[src/hw/rtl/bpc_pkg.sv]
// Shared types and constants for the button press classifier.
`default_nettype none

package bpc_pkg;

  localparam int unsigned IdxW    = 2;
  localparam int unsigned MaxBtn  = 1 << IdxW;
  localparam int unsigned TimeW   = 32;
  localparam int unsigned CfgW    = 16;
  localparam int unsigned CfgIdxW = 1;

  localparam logic [CfgW-1:0] DebounceReset  = 16'd20;
  localparam logic [CfgW-1:0] LongPressReset = 16'd1000;

  localparam logic [CfgIdxW-1:0] CfgDebounce  = 1'b0;
  localparam logic [CfgIdxW-1:0] CfgLongPress = 1'b1;

  localparam logic CmdUpdate = 1'b0;
  localparam logic CmdRead   = 1'b1;

  typedef enum logic [2:0] {
    STATUS_IDLE       = 3'd0,
    STATUS_DEBOUNCING = 3'd1,
    STATUS_PRESSED    = 3'd2,
    STATUS_RELEASED   = 3'd3,
    STATUS_LONG_PRESS = 3'd4,
    STATUS_HOLDING    = 3'd5,
    STATUS_LONG_LONG  = 3'd6
  } status_e;

  typedef struct packed {
    status_e          state;
    logic [TimeW-1:0] event_time;
  } button_rec_t;

  typedef struct packed {
    logic [CfgW-1:0] debounce_ms;
    logic [CfgW-1:0] long_press_ms;
  } timing_cfg_t;

endpackage

`default_nettype wire

[src/hw/rtl/bpc_step.sv]
// Next-state and status logic for one button transaction.
`default_nettype none

module bpc_step import bpc_pkg::*; (
  input  logic             cmd_i,
  input  logic             pressed_i,
  input  logic [TimeW-1:0] now_ms_i,
  input  timing_cfg_t      cfg_i,
  input  button_rec_t      rec_i,
  output button_rec_t      rec_o,
  output status_e          status_o
);

  logic [TimeW-1:0] elapsed;
  logic             debounce_done;
  logic             long_done;

  assign elapsed       = now_ms_i - rec_i.event_time;
  assign debounce_done = elapsed >= TimeW'(cfg_i.debounce_ms);
  assign long_done     = elapsed >= TimeW'(cfg_i.long_press_ms);

  always_comb begin
    rec_o    = rec_i;
    status_o = rec_i.state;
    if (cmd_i == CmdUpdate) begin
      unique case (rec_i.state)
        STATUS_IDLE: begin
          if (pressed_i) begin
            rec_o.event_time = now_ms_i;
            rec_o.state      = STATUS_DEBOUNCING;
          end
        end
        STATUS_DEBOUNCING: begin
          if (debounce_done) begin
            rec_o.state = STATUS_PRESSED;
          end
        end
        STATUS_PRESSED: begin
          if (!pressed_i) begin
            rec_o.state = STATUS_RELEASED;
          end else if (long_done) begin
            rec_o.event_time = now_ms_i;
            rec_o.state      = STATUS_LONG_PRESS;
          end
        end
        default: begin
        end
      endcase
      status_o = rec_o.state;
    end else begin
      unique case (rec_i.state)
        STATUS_IDLE, STATUS_DEBOUNCING, STATUS_PRESSED: begin
        end
        STATUS_RELEASED: begin
          rec_o.state = STATUS_IDLE;
        end
        default: begin
          // Long press, holding and anything above share one path.
          if (!pressed_i) begin
            rec_o.state = STATUS_IDLE;
          end else if (!long_done) begin
            rec_o.state = STATUS_HOLDING;
          end else begin
            rec_o.event_time = now_ms_i;
            status_o         = STATUS_LONG_LONG;
          end
        end
      endcase
    end
  end

endmodule

`default_nettype wire

[src/hw/rtl/button_press_classifier_core.sv]
// Top level of the button press classifier: input stage, button store and result stage.
//
// Each input transaction either samples one button's level (cmd 0) or reads and
// consumes its status (cmd 1); every input transaction yields exactly one result
// transaction carrying a 3-bit status, in order.
// The transaction is captured in an input register, its button record is looked
// up and classified there and written back as it leaves, and the status lands in
// the result register. One transaction can be accepted every cycle while the
// receiver keeps out_ready_i high.
// The button store is updated by a single read-modify-write, so consecutive
// transactions on the same button see each other's updates.
// When the receiver holds out_ready_i low, the result is kept, one further
// transaction is held in the input register, and in_ready_o then drops.
// The configuration channel is always ready; it must only be written while no
// transaction is in flight. Reset returns every button to idle with a zero
// timestamp and restores the debounce and long-press times to 20 ms and 1000 ms.
`default_nettype none

module button_press_classifier_core import bpc_pkg::*; #(
  parameter int unsigned NUM_BUTTONS = 4
) (
  input  logic               clk_i,
  input  logic               rst_ni,
  input  logic               in_valid_i,
  output logic               in_ready_o,
  input  logic               cmd_i,
  input  logic [IdxW-1:0]    button_index_i,
  input  logic               pressed_i,
  input  logic [TimeW-1:0]   now_ms_i,
  output logic               out_valid_o,
  input  logic               out_ready_i,
  output logic [2:0]         status_o,
  input  logic               cfg_valid_i,
  output logic               cfg_ready_o,
  input  logic [CfgIdxW-1:0] cfg_index_i,
  input  logic [CfgW-1:0]    cfg_data_i
);

  localparam int unsigned NumSlots = (NUM_BUTTONS < MaxBtn) ? NUM_BUTTONS : MaxBtn;

  logic             s1_valid_q;
  logic             s1_cmd_q;
  logic [IdxW-1:0]  s1_index_q;
  logic             s1_pressed_q;
  logic [TimeW-1:0] s1_now_q;

  logic        out_valid_q;
  status_e     status_q;
  status_e     status_d;

  timing_cfg_t cfg_q;
  button_rec_t slot_q [NumSlots];

  logic        advance;
  logic        s1_hit;
  button_rec_t sel_rec;
  button_rec_t new_rec;
  status_e     step_status;

  assign advance     = s1_valid_q && (!out_valid_q || out_ready_i);
  assign in_ready_o  = !s1_valid_q || advance;
  assign cfg_ready_o = 1'b1;
  assign out_valid_o = out_valid_q;
  assign status_o    = status_q;
  assign s1_hit      = 32'(s1_index_q) < NUM_BUTTONS;

  always_comb begin
    sel_rec = '{state: STATUS_IDLE, event_time: '0};
    for (int i = 0; i < NumSlots; i++) begin
      if (s1_index_q == IdxW'(i)) begin
        sel_rec = slot_q[i];
      end
    end
  end

  bpc_step u_step (
    .cmd_i     (s1_cmd_q),
    .pressed_i (s1_pressed_q),
    .now_ms_i  (s1_now_q),
    .cfg_i     (cfg_q),
    .rec_i     (sel_rec),
    .rec_o     (new_rec),
    .status_o  (step_status)
  );

  assign status_d = s1_hit ? step_status : STATUS_IDLE;

  always_ff @(posedge clk_i or negedge rst_ni) begin
    if (!rst_ni) begin
      s1_valid_q  <= 1'b0;
      out_valid_q <= 1'b0;
    end else begin
      if (in_ready_o) begin
        s1_valid_q <= in_valid_i;
      end
      if (advance) begin
        out_valid_q <= 1'b1;
      end else if (out_ready_i) begin
        out_valid_q <= 1'b0;
      end
    end
  end

  always_ff @(posedge clk_i) begin
    if (in_valid_i && in_ready_o) begin
      s1_cmd_q     <= cmd_i;
      s1_index_q   <= button_index_i;
      s1_pressed_q <= pressed_i;
      s1_now_q     <= now_ms_i;
    end
    if (advance) begin
      status_q <= status_d;
    end
  end

  always_ff @(posedge clk_i or negedge rst_ni) begin
    if (!rst_ni) begin
      for (int i = 0; i < NumSlots; i++) begin
        slot_q[i] <= '{state: STATUS_IDLE, event_time: '0};
      end
    end else if (advance && s1_hit) begin
      for (int i = 0; i < NumSlots; i++) begin
        if (s1_index_q == IdxW'(i)) begin
          slot_q[i] <= new_rec;
        end
      end
    end
  end

  always_ff @(posedge clk_i or negedge rst_ni) begin
    if (!rst_ni) begin
      cfg_q <= '{debounce_ms: DebounceReset, long_press_ms: LongPressReset};
    end else if (cfg_valid_i && cfg_ready_o) begin
      unique case (cfg_index_i)
        CfgDebounce:  cfg_q.debounce_ms   <= cfg_data_i;
        CfgLongPress: cfg_q.long_press_ms <= cfg_data_i;
      endcase
    end
  end

  assert property (@(posedge clk_i) disable iff (!rst_ni)
    !in_ready_o |-> s1_valid_q && out_valid_q && !out_ready_i)
    else $error("Input stalled without a full pipeline and a stalled receiver.");

  assert property (@(posedge clk_i) disable iff (!rst_ni)
    advance && !s1_hit |=> status_q == STATUS_IDLE)
    else $error("Out-of-range button did not report idle.");

  assert property (@(posedge clk_i) disable iff (!rst_ni)
    $rose(out_valid_q) |-> $past(advance))
    else $error("Result appeared without a transaction leaving the input stage.");

  assert property (@(posedge clk_i) disable iff (!rst_ni)
    advance && s1_cmd_q == CmdRead && s1_hit && sel_rec.state == STATUS_RELEASED
      |=> status_q == STATUS_RELEASED)
    else $error("Read of a released button did not report released.");

endmodule

`default_nettype wire
[config.mk]
export PLATFORM = sky130hd
export DESIGN_NAME = button_press_classifier_core
export DESIGN_NICKNAME = d
export VERILOG_FILES = /design/src/hw/rtl/bpc_pkg.sv /design/src/hw/rtl/bpc_step.sv /design/src/hw/rtl/button_press_classifier_core.sv
export SDC_FILE = /design/constraint.sdc
export NUM_CORES = 1
export LEC_CHECK = 0
export BUFFER_PORTS_ARGS = -buffer_cell sky130_fd_sc_hd__buf_2
export CAP_MARGIN = 20
export CORE_MARGIN = 10
export CORE_UTILIZATION = 55
export CTS_CLUSTER_DIAMETER = 200
export DETAILED_ROUTE_END_ITERATION = 6
export HOLD_SLACK_MARGIN = 0.12
export PLACE_DENSITY = 0.79
export SLEW_MARGIN = 20
export SYNTH_ARGS = -nofsm -noshare
export SYNTH_HDL_FRONTEND = slang
export SYNTH_SLANG_ARGS = --single-unit
export TNS_END_PERCENT = 50
[constraint.sdc]
create_clock -name clk_i -period 11.7 [get_ports clk_i]
set_clock_uncertainty 0.1 [all_clocks]
set_input_delay 2.34 -clock clk_i [delete_from_list [all_inputs] [get_ports clk_i]]
set_output_delay 2.34 -clock clk_i [all_outputs]
set_load 0.05 [all_outputs]
==> results of run 1 <==
## metrics by stage
step / total power (uW) / instances / worst slack [ps] / utilization (%) / hold WS [ps]
after floorplan: 2570 / 1299 / 5810 / - / 345
after global routing: 4080 / 1655 / 3340 / 60.8 / 407
after detailed placement: 3030 / 1611 / 4040 / 57.6 / 369
after CTS: 3800 / 1655 / 3980 / 60.8 / 381
after global placement: 2960 / 1611 / 4060 / 57.6 / 357
final: 3810 / 1655 / 3960 / 60.8 / 381
## routing by layer
layer / share of wire (%) / vias up / global-route usage (%)
met1: 44 / 5152 / 27.4
li1: - / 4866 / -
met3: 5.4 / 57 / 2.92
met4: 2.9 / 0 / 7.85
met5: 0 / - / 0
met2: 47 / 338 / 34.1
## cells by family (layout without fill, tap and decap cells)
logic type               count (synthesis)  count (layout)  synth area share (%)
AND/OR/NAND/NOR                        326             326                  11.4
XOR/XNOR                                23              23                  1.49
other                                    1               1                0.0277
buffers and inverters                  131             163                  4.06
multiplexers                           226             226                  19.8
AO/OA/AOI/OAI                          315             315                  16.5
adder cells (fa/ha/maj)                 64              64                  5.95
flip-flops                             213             213                  40.8
## power by group through the flow
stage               combinational [uW]  clock [uW]  sequential, uW
finish                            1900         747            1160
global route                      2110         787            1190
CTS                               1880         759            1160
detailed placement                1870           0            1160
global placement                  1820           0            1150
floorplan                         1440           0            1130
## worst paths after layout
path	slack, ps	end	depth (start not counted)	from
setup / recovery	3960	slot_q[75]$_DFFE_PN0P_	24	s1_index_q[0]$_DFFE_PP_
hold / removal	380	slot_q[1]$_DFFE_PN0P_	2	slot_q[1]$_DFFE_PN0P_
setup reg to reg	3960	slot_q[75]$_DFFE_PN0P_	24	s1_index_q[0]$_DFFE_PP_
hold reg to reg	380	slot_q[1]$_DFFE_PN0P_	2	slot_q[1]$_DFFE_PN0P_
max in group asynchronous	8210	slot_q[127]$_DFFE_PN0P_	2	rst_ni
min in group asynchronous	1790	out_valid_o$_DFFE_PN0P_	1	rst_ni
## critical path, stage by stage (launching register included)
cell and delay [ps]:
edfxtp_1 320, buf_4 400, buf_4 630, mux2_2 400, o21ai_0 400, ha_1 410, and4_1 220, and2_1 190
a21oi_2 340, nand3_1 290, nand3_1 160, nand2_1 70, xor2_1 310, ha_1 320, nand4_1 110, nor2_1 80
a21oi_1 140, o211ai_1 110, a31oi_2 150, buf_4 370, and3_1 200, and4b_2 890, mux2_2 410, o221ai_1 330
mux2_2 250
## area by class of cell
cell class / instances / area, um^2 / area share (%)
tap: 324 / 405 / 2.74
sequential: 213 / 5540 / 37.4
clock buffer: 32 / 651 / 4.40
clock inverter: 12 / 131 / 0.888
multi-input combinational: 955 / 7500 / 50.7
timing repair buffer: 72 / 392 / 2.65
inverter: 47 / 176 / 1.19
## registers in the layout (all words and copies together) (netlist names)
register	count
s1_valid_q	1
s1_pressed_q	1
s1_cmd_q	1
status_o	3
slot_q	140
s1_index_q	2
cfg_q	32
out_valid_o	1
s1_now_q	32
## placed cells by master (no fill, tap or decap), types with 7 or more instances in the layout
cell / Yosys / final
nand3_1: 14 / 13
nor3_1: 40 / 39
and4_1: 8 / 8
a21o_1: 22 / 22
o21a_1: 9 / 9
nand4_1: 18 / 18
edfxtp_1: 39 / 39
nor2_1: 43 / 43
nand2_1: 152 / 152
o21ai_0: 94 / 94
xnor2_1: 12 / 12
o221ai_2: 19 / 19
mux2_4: 19 / 19
buf_2: 6 / 61
mux2i_1: 35 / 35
nand2b_1: 10 / 10
a21oi_1: 54 / 54
ha_1: 62 / 62
a211oi_1: 7 / 7
mux4_2: 10 / 10
o221ai_1: 7 / 7
clkbuf_16: 0 / 24
dfrtp_1: 166 / 166
mux2_2: 162 / 162
dfstp_2: 8 / 8
buf_4: 1 / 10
xor2_1: 11 / 11
o22ai_1: 26 / 26
a221oi_1: 27 / 27
inv_1: 47 / 47
==> results.ini, run 1 <==
[floorplan]
io_pins = 64
dieArea_mm2 = 0.0313
die_h_um = 177
start_util_pct = 55.7
rows = 57
die_w_um = 177
core-area_mm2 = 0.0243

[drt]
vias = 10400
viasPerCell = 6.29
drc = 0
ant_nets = 0
dr.first_iter.drc_count = 939
drt-total-wl_mm = 32.9
dr.pass1.iters = 6
avgRoutedWirePerCell_um = 19.9

[logic_synthesis]
yosysWarnings = 0
synthTopCellsByArea = dfrtp_1 31%, mux2_2 13%, edfxtp_1 8.6%
synth_edf_count = 39
synth_cells = 1299
synthArstFlopShare_pct = 81.7
synth.distinct_cells = 81
syn-cell-area_mm2 = 0.0136
yosys.area.top_type_share_pct = 30.6
ys_ff_latch = 213
synth_flop_cell = dfrtp_1
yosys.area.top_type = dfrtp_1
yosys-top-cells-count = 166 x dfrtp_1, 162 x mux2_2, 152 x nand2_1, 94 x o21ai_0, 63 x clkbuf_1
avgSynthCellArea_um2 = 10.4
yosysSeqAreaShare_pct = 40.8
syn_nets = 1420
synth_most_common_cell = dfrtp_1

[global_route]
grt_antenna_before_repair = 0
grt_pass1_vias = 10400
grt_max_degree = 100
grt_usage_pct = 20.8
overflow = 0
grt_pass1_wl_mm = 53.9

[power_and_ir_drop]
pwr_density_cell_mw_per_mm2 = 258
seq_power_share_pct = 30.5
p_sw_uw = 1540
swShare_pct = 40.4
p_int_uw = 2270
combPwrFrac_pct = 49.9
power_frac_clock_pct = 19.6
peakVddDrop_uv = 136
p_leak_uw = 0.00622

[critical_path]
critical_path_required_ps = 12070
cp-start-kind = flop
crit_fanout = 40
crit_arrival_ps = 8110
worstSetupPathType = flop to flop
end_kind = flop

[clock_network]
cts.repair.resized = 0
cts_tree = done
cts.clk_slew.worst_paths_ps = 60
cts_setup_buffers = 0
clockBufferDepth = 3
cts.sinks = 213
cts_root_buf = clkbuf_16
cts_max_level = 1
holdBufCountCts = 0
clkLatencyLatePin_ps = 540
cts_buffers = 24

[timing]
setup_viol = 0
setup-tns-final_ps = 0
relSlewSlack_pct = 27.0
hold_viol = 0
slew_viol_final = 0
max_freq_mhz = 129
worst_pin_slew_ps = 1090
rsz0062_at_grt = false
fin_crit_sh_pct = 66.2
min_period_ps = 7740

[place]
gp_congestion = 0.961
post_dp_cell_area_mm2 = 0.0140
post-dp-hpwl_mm = 22.6
port_buffers = 62

[finish]
drive_gt1_share_pct = 26.1
nFillCells = 1951
layout-area-overhead-vs-synth_pct = 9.10
diodes = 0
fin_nets = 1434
final_area_mm2 = 0.0148

[run]
max_cap_violations = 0

[min_path]
hold_path.class = flop to flop

[outcome]
status = completed

Note: power is estimated with default switching activity, not from simulation.
==> inputs of run 2 (changes only) <==
- ABC_AREA: not set -> 1
- PLACE_DENSITY: 0.79 -> 0.78
- clock period: 11.7 -> 7.22 ns (I/O delays scaled with it)
==> results.ini, run 2 <==
[min_path]
hp-start = slot_q[97]$_DFFE_PN0P_
hold_path_end = slot_q[97]$_DFFE_PN0P_
hold_path.class = flop to flop
min_path_cells = 2

[logic_synthesis]
avgSynthCellArea_um2 = 6.88
yosys.area.top_type = dfrtp_1
yosys-top-cells-count = 842 x nand2_1, 222 x inv_1, 166 x dfrtp_1, 166 x nand3_1, 119 x a21oi_1
synthArstFlopShare_pct = 81.7
synth_mux_area_share_pct = 0
synthAdderAreaFrac_pct = 5.66
synthTopCellsByArea = dfrtp_1 30%, nand2_1 22%, edfxtp_1 8.3%
synth_xor_area_share_pct = 0.872
synth.distinct_cells = 49
synth_cells = 2045
yosysWarnings = 0
synth-compound-area-share_pct = 10.9
synth_most_common_cell = nand2_1
synth_simple_gate_area_share_pct = 34.1
synth_flop_cell = dfrtp_1
yosysSeqAreaShare_pct = 39.3
yosys.area.top_type_share_pct = 29.5
ys_ff_latch = 213
synth_edf_count = 39
syn-cell-area_mm2 = 0.0141
synth_top_family_by_area = simple AND/OR/NAND/NOR gates
syn_nets = 2166

[critical_path]
worstSetupPathType = flop to flop
path_common_cell = nand2_1
regToRegSetupSlack_ps = 1620
cp-start-kind = flop
reg2reg_depth = 32
crit_arrival_ps = 5980
r2r_start = s1_index_q[0]$_DFFE_PP_
critPathMaxStageDelay_ps = 460
crit_family = simple AND/OR/NAND/NOR gates
crit_fanout = 22
r2r_end = slot_q[113]$_DFFE_PN0P_
critPathSlowestCell = inv_2
critical_path_required_ps = 7600
cp_num_buf_inv = 6
end_kind = flop

[finish]
instances_no_fill = 2422
diodes = 0
largest_register_ffs = 140
reg_top3 = slot_q (140), cfg_q (32), s1_now_q (32)
top_register = slot_q
drive_gt1_share_pct = 8.08
fin_nets = 2194
layout-area-overhead-vs-synth_pct = 9.86
final_common_cell = nand2_1
layout_common_cells = 842 x nand2_1, 221 x inv_1, 166 x nand3_1, 166 x dfrtp_1, 119 x a21oi_1

[timing]
hold_viol = 0
slew_viol_final = 0
setup-tns-final_ps = 0
min_period_ps = 5600
rsz0062_at_grt = false
worst_pin_slew_ps = 1110
max_freq_mhz = 179
fin_crit_sh_pct = 77.6
setup_viol = 0
relSlewSlack_pct = 26.1

[drt]
dr.pass1.iters = 7
vias = 13900
drt-total-wl_mm = 44.2
ant_nets = 0
drc = 1
viasPerCell = 5.75
avgRoutedWirePerCell_um = 18.3
dr.first_iter.drc_count = 1656

[floorplan]
io_pins = 64
core-area_mm2 = 0.0252
die_w_um = 180
rows = 58
die_h_um = 180
dieArea_mm2 = 0.0324
start_util_pct = 55.9

[global_route]
grt_antenna_before_repair = 0
grt_max_degree = 110
grt_pass1_wl_mm = 70.1
grt_usage_pct = 25.9
overflow = 0
grt_pass1_vias = 13100

[clock_network]
cts.repair.resized = 0
cts.sinks = 213
cts_buffers = 25
holdBufCountCts = 0
cts.clk_slew.worst_paths_ps = 60
clockBufferDepth = 3
cts_root_buf = clkbuf_16
clkLatencyLatePin_ps = 540
cts_tree = done
cts_setup_buffers = 0
cts_max_level = 1

[power_and_ir_drop]
pwr_density_cell_mw_per_mm2 = 398
p_int_uw = 3380
combPwrFrac_pct = 49.3
power_frac_clock_pct = 19.8
p_leak_uw = 0.00810
swShare_pct = 45.0
p_total_uw = 6160
seq_power_share_pct = 30.9
peakVddDrop_uv = 231
p_sw_uw = 2770

[place]
dp.cells = 2376
post-dp-hpwl_mm = 29.7
gp_congestion = 0.964
port_buffers = 62

[outcome]
status = finished with violations
failed_checks = DRC

[run]
max_cap_violations = 0

## run 2: worst max-delay path by stage
stage | from | endpoint | slack, ps | cells after the start
floorplan | s1_index_q[0]$_DFFE_PP_ | slot_q[54]$_DFFE_PN0P_ | 2710 | 33
global placement | s1_index_q[0]$_DFFE_PP_ | slot_q[107]$_DFFE_PN0P_ | 1840 | 29
detailed placement | s1_index_q[0]$_DFFE_PP_ | slot_q[103]$_DFFE_PN0P_ | 1800 | 28
CTS | s1_index_q[0]$_DFFE_PP_ | slot_q[46]$_DFFE_PN0P_ | 1720 | 28
global route | s1_index_q[0]$_DFFE_PP_ | slot_q[72]$_DFFE_PN0P_ | 1200 | 29
finish | s1_index_q[0]$_DFFE_PP_ | slot_q[113]$_DFFE_PN0P_ | 1620 | 32
## run 2: area by class of cell
cell class,instances,area [um^2]
well taps,330,413
flip-flops and latches,213,5540
clock inverters,11,78.8
repair buffers,91,574
clock buffers,35,704
multi-input cells,1509,7270
fillers,2310,9730
inverters,233,875
## run 2: worst reg2reg max path, delay by kind of cell, from the launching register on
kind            cells  cell delay [ps]
xor+xnor            1              270
flops               1              330
compound gates      4              630
simple gates       19             2340
fa+ha+maj           2              590
buf+inv             6             1300
## run 2: metal layers
| metal | track usage, % | wire (um) |
|---|---|---|
| met1 | 34.5 | 18400 |
| met2 | 41.3 | 19900 |
| met3 | 3.88 | 4050 |
| met4 | 10.9 | 1920 |
| met5 | 0 | 0 |
## run 2: kinds of logic after synthesis
logic type               after synthesis
AND/OR/NAND/NOR                     1159
buffers and inverters                323
AO/OA/AOI/OAI                        272
flip-flops                           213
adder cells (fa/ha/maj)               63
XOR/XNOR                              14
other                                  1
## run 2: stage by stage
stage | hold WS (ps) | instance area, um^2 | utilization [%] | setup slack (ps)
after floorplan | 341 | 14100 | - | 2710
after CTS | 376 | 15500 | 61.4 | 1720
final | 373 | 15500 | 61.4 | 1620
after detailed placement | 360 | 14700 | 58.2 | 1800
after global routing | 393 | 15500 | 61.4 | 1200
after global placement | 357 | 14700 | 58.2 | 1840
## run 2: power groups by stage
stage / clock, uW / combinational, uW / sequential [uW]
2_1_floorplan: 0 / 2200 / 1850
3_5_place_dp: 0 / 2960 / 1900
4_1_cts: 1240 / 2980 / 1890
5_1_grt: 1280 / 3400 / 1940
6_report: 1220 / 3030 / 1900
3_3_place_gp: 0 / 2870 / 1900
